### src/hw/rtl/mfu_pkg.sv
// Shared types and constants of the motor feedback unwrap unit.
`timescale 1ns / 1ps
package mfu_pkg;

    localparam int NUM_BUSES_DEF      = 3;
    localparam int MOTORS_PER_BUS_DEF = 8;
    localparam int MASK_W             = 24;

    localparam logic [10:0] ID_FIRST = 11'h201;
    localparam logic [10:0] ID_LAST  = 11'h208;
    localparam logic [10:0] ID_BASE  = 11'h200;

    localparam logic signed [15:0] HALF_TURN = 16'sd4096;
    localparam logic signed [17:0] FULL_TURN = 18'sd8192;

    // Decoded feedback word
    typedef struct packed {
        logic               hit;
        logic [1:0]         bus;
        logic [3:0]         slot;
        logic [15:0]        angle;
        logic signed [15:0] speed;
        logic signed [15:0] torque;
        logic [7:0]         temp;
    } mfu_frame_t;

    // Per-motor stored state
    typedef struct packed {
        logic [15:0]        prev;
        logic signed [31:0] total;
    } mfu_entry_t;

endpackage

### src/hw/rtl/mfu_decode.sv
// Frame filter and field decode: identifier window, bus/slot range and registration check.
`timescale 1ns / 1ps
module mfu_decode #(
    parameter int NUM_BUSES      = mfu_pkg::NUM_BUSES_DEF,
    parameter int MOTORS_PER_BUS = mfu_pkg::MOTORS_PER_BUS_DEF,
    parameter int IDX_W          = 5
) (
    input  logic [1:0]                  bus_index,
    input  logic [10:0]                 frame_id,
    input  logic [31:0]                 payload_high,
    input  logic [31:0]                 payload_low,
    input  logic [mfu_pkg::MASK_W-1:0]  registered_mask,
    output mfu_pkg::mfu_frame_t         frame,
    output logic [IDX_W-1:0]            idx
);
    import mfu_pkg::*;

    localparam int NUM_MOTORS = NUM_BUSES * MOTORS_PER_BUS;

    logic [10:0] slot_full;
    logic [3:0]  slot;
    logic        id_ok;
    logic        bus_ok;
    logic        slot_ok;
    logic        in_mask;
    logic [5:0]  flat;

    assign slot_full = frame_id - ID_BASE;
    assign slot      = slot_full[3:0];
    assign id_ok     = (frame_id >= ID_FIRST) && (frame_id <= ID_LAST);
    assign bus_ok    = 32'(bus_index) < NUM_BUSES;
    assign slot_ok   = 32'(slot) <= MOTORS_PER_BUS;
    assign flat      = 6'(bus_index) * 6'(MOTORS_PER_BUS) + 6'(slot) - 6'd1;
    assign in_mask   = (32'(flat) < MASK_W) && (32'(flat) < NUM_MOTORS);

    always_comb
    begin
        frame.hit    = id_ok && bus_ok && slot_ok && in_mask && registered_mask[flat[4:0]];
        frame.bus    = bus_index;
        frame.slot   = slot;
        frame.angle  = payload_high[31:16];
        frame.speed  = payload_high[15:0];
        frame.torque = payload_low[31:16];
        frame.temp   = payload_low[15:8];
    end

    assign idx = flat[IDX_W-1:0];

endmodule

### src/hw/rtl/mfu_unwrap.sv
// Turn-corrected angle difference and saturating accumulate for one motor.
`timescale 1ns / 1ps
module mfu_unwrap (
    input  logic [15:0]          angle,
    input  logic                 seeded,
    input  mfu_pkg::mfu_entry_t  cur,
    output mfu_pkg::mfu_entry_t  upd
);
    import mfu_pkg::*;

    localparam logic signed [33:0] SAT_HI = 34'sd2147483647;
    localparam logic signed [33:0] SAT_LO = -34'sd2147483648;

    logic [15:0]        prev_eff;
    logic signed [17:0] diff;
    logic signed [15:0] d16;
    logic signed [17:0] adj;
    logic signed [33:0] sum;

    // First frame seeds with its own angle, so the step is zero
    assign prev_eff = seeded ? cur.prev : angle;
    assign diff     = $signed({2'b00, angle}) - $signed({2'b00, prev_eff});
    assign d16      = diff[15:0];

    always_comb
    begin
        priority if (d16 >= HALF_TURN)
            adj = diff - FULL_TURN;
        else if (d16 <= -HALF_TURN)
            adj = diff + FULL_TURN;
        else
            adj = diff;
    end

    assign sum = {{2{cur.total[31]}}, cur.total} + {{16{adj[17]}}, adj};

    always_comb
    begin
        upd.prev = angle;
        priority if (sum > SAT_HI)
            upd.total = SAT_HI[31:0];
        else if (sum < SAT_LO)
            upd.total = SAT_LO[31:0];
        else
            upd.total = sum[31:0];
    end

endmodule

### src/hw/rtl/mfu_state_mem.sv
// Per-motor state memory: registered read, valid bits for reset, write forwarding.
`timescale 1ns / 1ps
module mfu_state_mem #(
    parameter int NUM_MOTORS = 24,
    parameter int IDX_W      = 5
) (
    input  logic                 clk,
    input  logic                 rst_n,
    input  logic                 rd_en,
    input  logic [IDX_W-1:0]     rd_idx,
    input  logic                 wr_en,
    input  logic [IDX_W-1:0]     wr_idx,
    input  mfu_pkg::mfu_entry_t  wr_data,
    output logic                 rd_seeded,
    output mfu_pkg::mfu_entry_t  rd_data
);
    import mfu_pkg::*;

    mfu_entry_t       ram_reg [NUM_MOTORS];
    mfu_entry_t       rdata_reg;
    logic [IDX_W-1:0] rd_idx_reg;
    logic             valid_reg [NUM_MOTORS];
    logic             fwd_valid_reg;
    logic [IDX_W-1:0] fwd_idx_reg;
    mfu_entry_t       fwd_data_reg;
    logic             fwd_hit;

    always_ff @(posedge clk)
    begin
        if (wr_en)
        begin
            ram_reg[wr_idx] <= wr_data;
        end
    end

    always_ff @(posedge clk)
    begin
        if (rd_en)
        begin
            rdata_reg  <= ram_reg[rd_idx];
            rd_idx_reg <= rd_idx;
        end
    end

    // Most recent write; newer than the array when a read hit the same edge
    always_ff @(posedge clk)
    begin
        if (wr_en)
        begin
            fwd_idx_reg  <= wr_idx;
            fwd_data_reg <= wr_data;
        end
    end

    always_ff @(posedge clk or negedge rst_n)
    begin
        if (!rst_n)
        begin
            fwd_valid_reg <= 1'b0;
            for (int i = 0; i < NUM_MOTORS; i++)
            begin
                valid_reg[i] <= 1'b0;
            end
        end
        else if (wr_en)
        begin
            fwd_valid_reg     <= 1'b1;
            valid_reg[wr_idx] <= 1'b1;
        end
    end

    assign fwd_hit   = fwd_valid_reg && (fwd_idx_reg == rd_idx_reg);
    assign rd_seeded = valid_reg[rd_idx_reg];

    always_comb
    begin
        priority if (!rd_seeded)
            rd_data = '0;
        else if (fwd_hit)
            rd_data = fwd_data_reg;
        else
            rd_data = rdata_reg;
    end

endmodule

### src/hw/rtl/motor_feedback_unwrap_unit.sv
// Top level of the motor feedback unwrap unit.
// Path: an accepted word is registered in stage 1 (read, update), then in the output register.
// Throughput: one frame word per cycle while the output is not blocked; the update
//   loop is one read-modify-write through the state memory with the last write forwarded to the next read.
// Reset: registered_mask clears to zero, every motor reads as unseeded with zero
//   total through per-entry valid bits; no clearing pass, words accepted at once.
`timescale 1ns / 1ps
module motor_feedback_unwrap_unit #(
    parameter int NUM_BUSES      = mfu_pkg::NUM_BUSES_DEF,
    parameter int MOTORS_PER_BUS = mfu_pkg::MOTORS_PER_BUS_DEF
) (
    input  logic                        clk,
    input  logic                        rst_n,
    // configuration
    input  logic                        registered_mask_we,
    input  logic [mfu_pkg::MASK_W-1:0]  registered_mask_data,
    // frame channel
    input  logic                        frame_valid,
    output logic                        frame_stall,
    input  logic [1:0]                  bus_index,
    input  logic [10:0]                 frame_id,
    input  logic [31:0]                 payload_high,
    input  logic [31:0]                 payload_low,
    // result channel
    output logic                        result_valid,
    input  logic                        result_stall,
    output logic [1:0]                  motor_bus,
    output logic [3:0]                  motor_slot,
    output logic [15:0]                 encoder_angle,
    output logic signed [15:0]          speed_value,
    output logic signed [15:0]          torque_value,
    output logic [7:0]                  temperature,
    output logic signed [31:0]          multi_turn_angle
);
    import mfu_pkg::*;

    localparam int NUM_MOTORS = NUM_BUSES * MOTORS_PER_BUS;
    localparam int IDX_W      = (NUM_MOTORS > 1) ? $clog2(NUM_MOTORS) : 1;

    logic [MASK_W-1:0] registered_mask_reg;

    // Stage 0: decode straight off the ports, launch the memory read
    mfu_frame_t       dec_frame;
    logic [IDX_W-1:0] dec_idx;
    logic             accept;

    // Stage 1: read data back, update, write back and load the output register
    logic             s1_valid_reg;
    mfu_frame_t       s1_frame_reg;
    logic [IDX_W-1:0] s1_idx_reg;
    logic             out_free;
    logic             s1_adv;
    logic             s1_commit;
    logic             seeded;
    mfu_entry_t       cur_entry;
    mfu_entry_t       upd_entry;

    // Output register
    logic               result_valid_reg;
    logic [1:0]         motor_bus_reg;
    logic [3:0]         motor_slot_reg;
    logic [15:0]        encoder_angle_reg;
    logic signed [15:0] speed_value_reg;
    logic signed [15:0] torque_value_reg;
    logic [7:0]         temperature_reg;
    logic signed [31:0] multi_turn_angle_reg;

    always_ff @(posedge clk or negedge rst_n)
    begin
        if (!rst_n)
        begin
            registered_mask_reg <= '0;
        end
        else if (registered_mask_we)
        begin
            registered_mask_reg <= registered_mask_data;
        end
    end

    mfu_decode #(
        .NUM_BUSES      (NUM_BUSES),
        .MOTORS_PER_BUS (MOTORS_PER_BUS),
        .IDX_W          (IDX_W)
    ) u_decode (
        .bus_index       (bus_index),
        .frame_id        (frame_id),
        .payload_high    (payload_high),
        .payload_low     (payload_low),
        .registered_mask (registered_mask_reg),
        .frame           (dec_frame),
        .idx             (dec_idx)
    );

    // Output slot opens when empty or being drained this cycle.
    // A filtered-out word in stage 1 just drops, it never waits.
    assign out_free    = !result_valid_reg || !result_stall;
    assign s1_adv      = !s1_valid_reg || !s1_frame_reg.hit || out_free;
    assign s1_commit   = s1_valid_reg && s1_frame_reg.hit && out_free;
    assign frame_stall = !s1_adv;
    assign accept      = frame_valid && !frame_stall;

    always_ff @(posedge clk or negedge rst_n)
    begin
        if (!rst_n)
        begin
            s1_valid_reg <= 1'b0;
        end
        else if (s1_adv)
        begin
            s1_valid_reg <= accept;
        end
    end

    always_ff @(posedge clk)
    begin
        if (accept)
        begin
            s1_frame_reg <= dec_frame;
            s1_idx_reg   <= dec_idx;
        end
    end

    // Read on accept; the read-modify-write closes in stage 1, and the
    // memory forwards the previous write when the next word hits the same motor.
    mfu_state_mem #(
        .NUM_MOTORS (NUM_MOTORS),
        .IDX_W      (IDX_W)
    ) u_state_mem (
        .clk       (clk),
        .rst_n     (rst_n),
        .rd_en     (accept),
        .rd_idx    (dec_idx),
        .wr_en     (s1_commit),
        .wr_idx    (s1_idx_reg),
        .wr_data   (upd_entry),
        .rd_seeded (seeded),
        .rd_data   (cur_entry)
    );

    mfu_unwrap u_unwrap (
        .angle  (s1_frame_reg.angle),
        .seeded (seeded),
        .cur    (cur_entry),
        .upd    (upd_entry)
    );

    always_ff @(posedge clk or negedge rst_n)
    begin
        if (!rst_n)
        begin
            result_valid_reg <= 1'b0;
        end
        else if (out_free)
        begin
            result_valid_reg <= s1_commit;
        end
    end

    always_ff @(posedge clk)
    begin
        if (s1_commit)
        begin
            motor_bus_reg        <= s1_frame_reg.bus;
            motor_slot_reg       <= s1_frame_reg.slot;
            encoder_angle_reg    <= s1_frame_reg.angle;
            speed_value_reg      <= s1_frame_reg.speed;
            torque_value_reg     <= s1_frame_reg.torque;
            temperature_reg      <= s1_frame_reg.temp;
            multi_turn_angle_reg <= upd_entry.total;
        end
    end

    assign result_valid     = result_valid_reg;
    assign motor_bus        = motor_bus_reg;
    assign motor_slot       = motor_slot_reg;
    assign encoder_angle    = encoder_angle_reg;
    assign speed_value      = speed_value_reg;
    assign torque_value     = torque_value_reg;
    assign temperature      = temperature_reg;
    assign multi_turn_angle = multi_turn_angle_reg;

endmodule

### config.mk
export PLATFORM = sky130hd
export DESIGN_NAME = motor_feedback_unwrap_unit
export DESIGN_NICKNAME = d
export VERILOG_FILES = /design/src/hw/rtl/mfu_pkg.sv /design/src/hw/rtl/mfu_decode.sv /design/src/hw/rtl/mfu_unwrap.sv /design/src/hw/rtl/mfu_state_mem.sv /design/src/hw/rtl/motor_feedback_unwrap_unit.sv
export SDC_FILE = /design/constraint.sdc
export NUM_CORES = 2
export LEC_CHECK = 0
export ABC_AREA = 1
export ABC_CLOCK_PERIOD_IN_PS = 21000
export BUFFER_PORTS_ARGS = -buffer_cell sky130_fd_sc_hd__buf_2
export CORE_MARGIN = 1
export CORE_UTILIZATION = 55
export CTS_CLUSTER_SIZE = 28
export DETAILED_ROUTE_END_ITERATION = 8
export MAX_ROUTING_LAYER = met4
export PLACE_DENSITY = 0.79
export SLEW_MARGIN = 30
export SYNTH_ARGS = -nofsm -noshare
export SYNTH_HDL_FRONTEND = slang
export SYNTH_SLANG_ARGS = --single-unit
### constraint.sdc
create_clock -name clk -period 21 [get_ports clk]
set_clock_uncertainty 0.05 [all_clocks]
set_input_delay 3.15 -clock clk [delete_from_list [all_inputs] [get_ports clk]]
set_output_delay 3.15 -clock clk [all_outputs]
set_load 0.01 [all_outputs]
* Word-level counts from Yosys, hierarchy flattened
Memories as Yosys holds them, arrays and structs flattened. A register that Yosys moved wholly into a read port is not among the register bits. Index checks and enable logic that the tools add are counted.
Word-level totals: bits in writable memories 1152, input bits 106, logic and storage cells 101, output and inout port bits 96, bits in registers 218, memories kept 1
Cells by class: bitwise operators 2, magnitude comparators 12, equality and inequality tests 1, add/sub/neg operators 7, reductions and logical operators 18, muxes and demuxes 16
Memory list:
- u_state_mem.ram_reg | depth 24, bits a word 48, read ports 1, clocked after Yosys merged registers in 1, write ports 1, line mfu_state_mem.sv:19 | mfu_entry_t ram_reg [NUM_MOTORS];
Operators with widths (number):
- two-way mux 48 bit | 2
- two-way mux 32 bit | 2
- two-way mux 18 bit | 2
- > comparator 34 x 32 -> 1 bit, second input constant | 1
- < comparator 34 x 32 -> 1 bit, second input constant | 1
- adder 32 x 18 -> 33 bit | 1
- bitwise OR 24 bit | 1
- adder 18 x 15 -> 18 bit, second input constant | 1
- subtractor 18 x 15 -> 18 bit, second input constant | 1
- subtractor 16 x 16 -> 17 bit | 1
- greater-or-equal comparator 16 x 14 -> 1 bit, second input constant | 1
- less-or-equal comparator 16 x 13 -> 1 bit, second input constant | 1
- two-way mux 16 bit | 1
- greater-or-equal comparator 11 x 10 -> 1 bit, second input constant | 1
- less-or-equal comparator 11 x 10 -> 1 bit, second input constant | 1
- binary-select mux 1 bit (select 5 bit) | 2
- logical AND 1 bit | 10
- adder 5 x 4 -> 6 bit | 1
- greater-or-equal comparator 6 bit, second input constant | 1
- < comparator 5 x 6 -> 1 bit, second input constant | 1
- < comparator 6 x 1 -> 1 bit, second input constant | 1
- < comparator 6 x 5 -> 1 bit, second input constant | 1
- two-way mux 1 bit | 6
- NOT 5 -> 6 bit | 1
- other kinds (8) | 14

* Longest topological paths before layout
word-level depth 14, gate-level depth with buffers 48, gate-level depth less buffers 44

* Cells and area by module
From an unflattened synthesis, not the netlist that was laid out.
Second synthesis, totals: cell total of the unflattened synthesis 5171, area, all modules 61911.9 um^2
Modules (own cells, without submodules):
- mfu_state_mem | times used 1, area an instance 51040.2 um^2, seq. area each 38401.8 um^2, cells an instance 4052
- motor_feedback_unwrap_unit | times used 1, area an instance 5913.2 um^2, seq. area each 5515.3 um^2, cells an instance 273
- mfu_unwrap | times used 1, area an instance 3937.5 um^2, seq. area each 0.0 um^2, cells an instance 681
- mfu_decode | times used 1, area an instance 1021.0 um^2, seq. area each 0.0 um^2, cells an instance 165

* Worst setup path after synthesis
Ideal clock, no wire load.
path type in2reg, from in result_stall, to mem u_state_mem.ram_reg[17][0] (netlist bit) (enable), setup time 454 ps, cell stages on the path 3, setup slack 8667 ps, data required time 20496 ps, arrival 11829 ps, path buffers 0, cell sequence a21oi_1 nand3_1 nor2_1
On the way: cells in the longest elaborated chain, start to end 5
Ends and longest elaborated chain:
- start: declaration | line motor_feedback_unwrap_unit.sv:26 | input logic result_stall,
- zero test 1 bit | line motor_feedback_unwrap_unit.sv:96 | assign out_free = !result_valid_reg || !result_stall;
- logical OR 1 bit | line motor_feedback_unwrap_unit.sv:96
- logical AND 1 bit | line motor_feedback_unwrap_unit.sv:98 | assign s1_commit = s1_valid_reg && s1_frame_reg.hit && out_free;
- two-way mux 1 bit | line mfu_state_mem.sv:30 | if (wr_en)
- two-way mux 1 bit (implied by the code) | line mfu_state_mem.sv:32 | ram_reg[wr_idx] <= wr_data;
- end: declaration | line mfu_state_mem.sv:19
No other way between the ends.

==> impl_metrics.tcl <==
set metrics [dict create \
    setup.worst_path.start "u_state_mem.rd_idx_reg[0]" \
    yosys_warnings 0 \
    hold_violations 0 \
    antenna_found_initial 8 \
    synth_compound_area_share_pct 12.4 \
    clk_path_buf_depth 3 \
    synth-adder-area-share_pct 1.31 \
    p_leak_nw 21.6 \
    h-tree-depth 4 \
    synth-seq-cells 1418 \
    grt_pass1_wl_um 228000 \
    pwr-share-comb_pct 24.8 \
    synth_ff_type "edfxtp_1" \
    pin_count 202 \
    core_area_sq_um 103000 \
    min_period_ns 9.34 \
    power.density_nw_per_um2 143 \
    synth_cells 4365 \
    finalSetupViolCount 0 \
    insertion_delay_ns 0.75 \
    initial_core_util_pct 55.4 \
    dp_hpwl_um 80800 \
    cts_tree "yes" \
    gp_congestion 0.965 \
    hold_buffers 0 \
    slew_violations 0 \
    p_clk_share_pct 25.9 \
    crit_required_ns 21.19 \
    drv_cap 0 \
    final_util_pct 62.0 \
    firstDrtPassIters 6 \
    min_period_over_period_pct 44.5 \
    grt_pass1_vias 36900 \
    pwr-share-seq_pct 49.2 \
    cp-start-kind "register" \
    synthMuxAreaShare_pct 0.255 \
    switching_share_pct 32.2 \
    area_delta_synth_final_pct 11.8 \
    cts.clk_slew.worst_paths_ns 0.06 \
    netlist_area_sq_um 57300 \
    drive_gt1_share_pct 12.1 \
    via_per_inst 6.44 \
    cts.sink_count 1418 \
    hold-worst-slack_ns 0.364 \
    crit_slowest_cell "edfxtp_1" \
    drtIter0Drc 6504 \
    synth_simple_gate_area_share_pct 8.95 \
    largest_reg_flops 1152 \
    crit_path_frequent_cell "nand2_1" \
    avgSynthCellArea_sq_um 13.1 \
    path_class "register to register" \
    power.internal_mw 6.20 \
    tightest_slew_ns 1.10 \
    status "complete, no violations" \
    dr_wl_met3_um 19400 \
    wire_per_inst_um 26.1 \
    route.detailed.drc 0 \
    crit_path_max_incr_delay_ns 0.85 \
    fmax_mhz 107 \
    die-area_sq_um 105000 \
    grt_usage_pct 30.1 \
    synth-xor-area-share_pct 0.489 \
    ant_nets 0 \
    wirelength_um 156000 \
    postCtsResizedCells 0 \
    die_h_um 325 \
    syn_nets 4529 \
    relSlewSlack_pct 26.4 \
    worstSetupEndpointType "register" \
    num-nets-final 4654 \
    final_common_cell "edfxtp_1" \
    worstPathMaxFanout 31 \
    grt.overflow.total 0 \
    irDropWorstVdd_mv 0.153 \
    hp-class "register to register" \
    async_reset_ff_share_pct 3.60 \
    final_cell_mix "edfxtp_1 (1367), nor2_1 (692), o21ai_0 (672)" \
    met1_length_um 55300 \
    dr_wl_met2_um 74000 \
    root_buffer "clkbuf_16" \
    timing.setup.tns_ns 0 \
    grt_max_degree 214 \
    nFillCells 7284 \
    yosysSeqAreaShare_pct 73.9 \
    min-delay-start "s1_frame_reg[39]" \
    synth.distinct_cells 54 \
    synth-edff-count 1367 \
    num_vias 38500 \
    cp.arrival_ns 9.53 \
    rsz0062_at_grt "no" \
    dr.max_layer_used "met4" \
    rows 118 \
    die_w_um 325 \
    switchingPower_mw 2.95 \
    timing.rr.start "u_state_mem.rd_idx_reg[0]" \
    cts_buffers 137 \
    port_buffers 193 \
    postCtsSetupBuffers 0 \
    synth_top_family_by_area "compound AO/OA/AOI/OAI gates" \
]
power by group through the flow:
stage / sequential, mW / combinational, mW / clock, mW
finish: 4.51 / 2.27 / 2.37
global route: 4.51 / 2.44 / 2.49
CTS: 4.50 / 2.19 / 2.38
detailed placement: 4.56 / 2.18 / 0
global placement: 4.55 / 2.12 / 0
floorplan: 4.51 / 1.42 / 0
cell families after synthesis:
| family | Yosys count |
|---|---|
| xor+xnor | 32 |
| compound gates | 1192 |
| simple gates | 1259 |
| mux | 13 |
| buf+inv | 393 |
| flops | 1418 |
| fa+ha+maj | 58 |
per-stage QoR:
step                std cells  total power [mW]  setup WS (ns)  instance area (sq um)
global placement         5727              6.67          11.98                  59700
floorplan                4365              5.93           8.67                  57300
global route             5974              9.44          11.08                  64100
finish                   5975              9.15          11.66                  64100
CTS                      5967              9.07          11.87                  64000
detailed placement       5728              6.74          11.92                  59700
cells in the mapped netlist (all sizes together) (2+ instances only):
| cell type | instances | area share [%] |
|---|---|---|
| edfxtp | 1367 | 72 |
| o221ai | 207 | 3.2 |
| o21bai | 4 | 0.052 |
| a21oi | 122 | 1.1 |
| mux2 | 13 | 0.26 |
| ha | 55 | 1.2 |
| xnor2 | 10 | 0.15 |
| clkbuf | 253 | 1.7 |
| o2111ai | 6 | 0.092 |
| a2111oi | 2 | 0.031 |
| nor2 | 719 | 4.7 |
| fa | 3 | 0.10 |
| nor4 | 3 | 0.033 |
| nand3b | 5 | 0.066 |
| or2 | 9 | 0.098 |
| a211oi | 3 | 0.039 |
| inv | 115 | 0.76 |
| xor2 | 22 | 0.34 |
| buf | 25 | 0.28 |
| nand3 | 121 | 1.2 |
| o22ai | 72 | 0.79 |
| a32o | 3 | 0.052 |
| nand2 | 371 | 2.5 |
| dfrtp | 51 | 2.2 |
| o311ai | 19 | 0.29 |
| a21o | 2 | 0.026 |
| a31oi | 31 | 0.34 |
| nand4 | 13 | 0.17 |
| o21ai | 683 | 6.0 |
| o221a | 3 | 0.059 |
| nor3 | 15 | 0.13 |
| o211ai | 30 | 0.39 |
worst max-delay path: cells and delay by family, from the launching register on:
family	cells	cell delay [ns]
compound gates	7	1.73
flops	1	0.85
fa+ha+maj	2	1.08
simple gates	25	3.98
buf+inv	4	1.11
layer usage:
| metal | track usage [%] | vias up |
|---|---|---|
| met5 | - | - |
| met4 | 13.8 | 0 |
| met3 | 6.12 | 461 |
| met2 | 46.9 | 2754 |
| met1 | 38.1 | 18600 |
| li1 | - | 16600 |
area by class of cell:
class	instances	area (sq um)	share of cell area [%]
Inverter	115	452	0.705
Timing Repair Buffer	264	1600	2.50
Multi-Input combinational cell	2554	13700	21.3
Antenna cell	5	12.5	0.0195
Clock buffer	169	3620	5.65
Tap cell	1380	1730	2.69
Sequential cell	1418	42300	66.0
Clock inverter	70	659	1.03
final timing paths:
path / cells past startpoint / slack (ns) / end
min: 0 / 0.36 / speed_value[15]
max: 38 / 11.66 / u_state_mem.ram_reg[3][28]
max reg2reg: 38 / 11.66 / u_state_mem.ram_reg[3][28]
max in group asynchronous: 2 / 17.95 / result_valid
min in group asynchronous: 2 / 2.49 / registered_mask_reg[0]
min reg2reg: 0 / 0.36 / speed_value[15]
(Power assumes the default switching activity.)
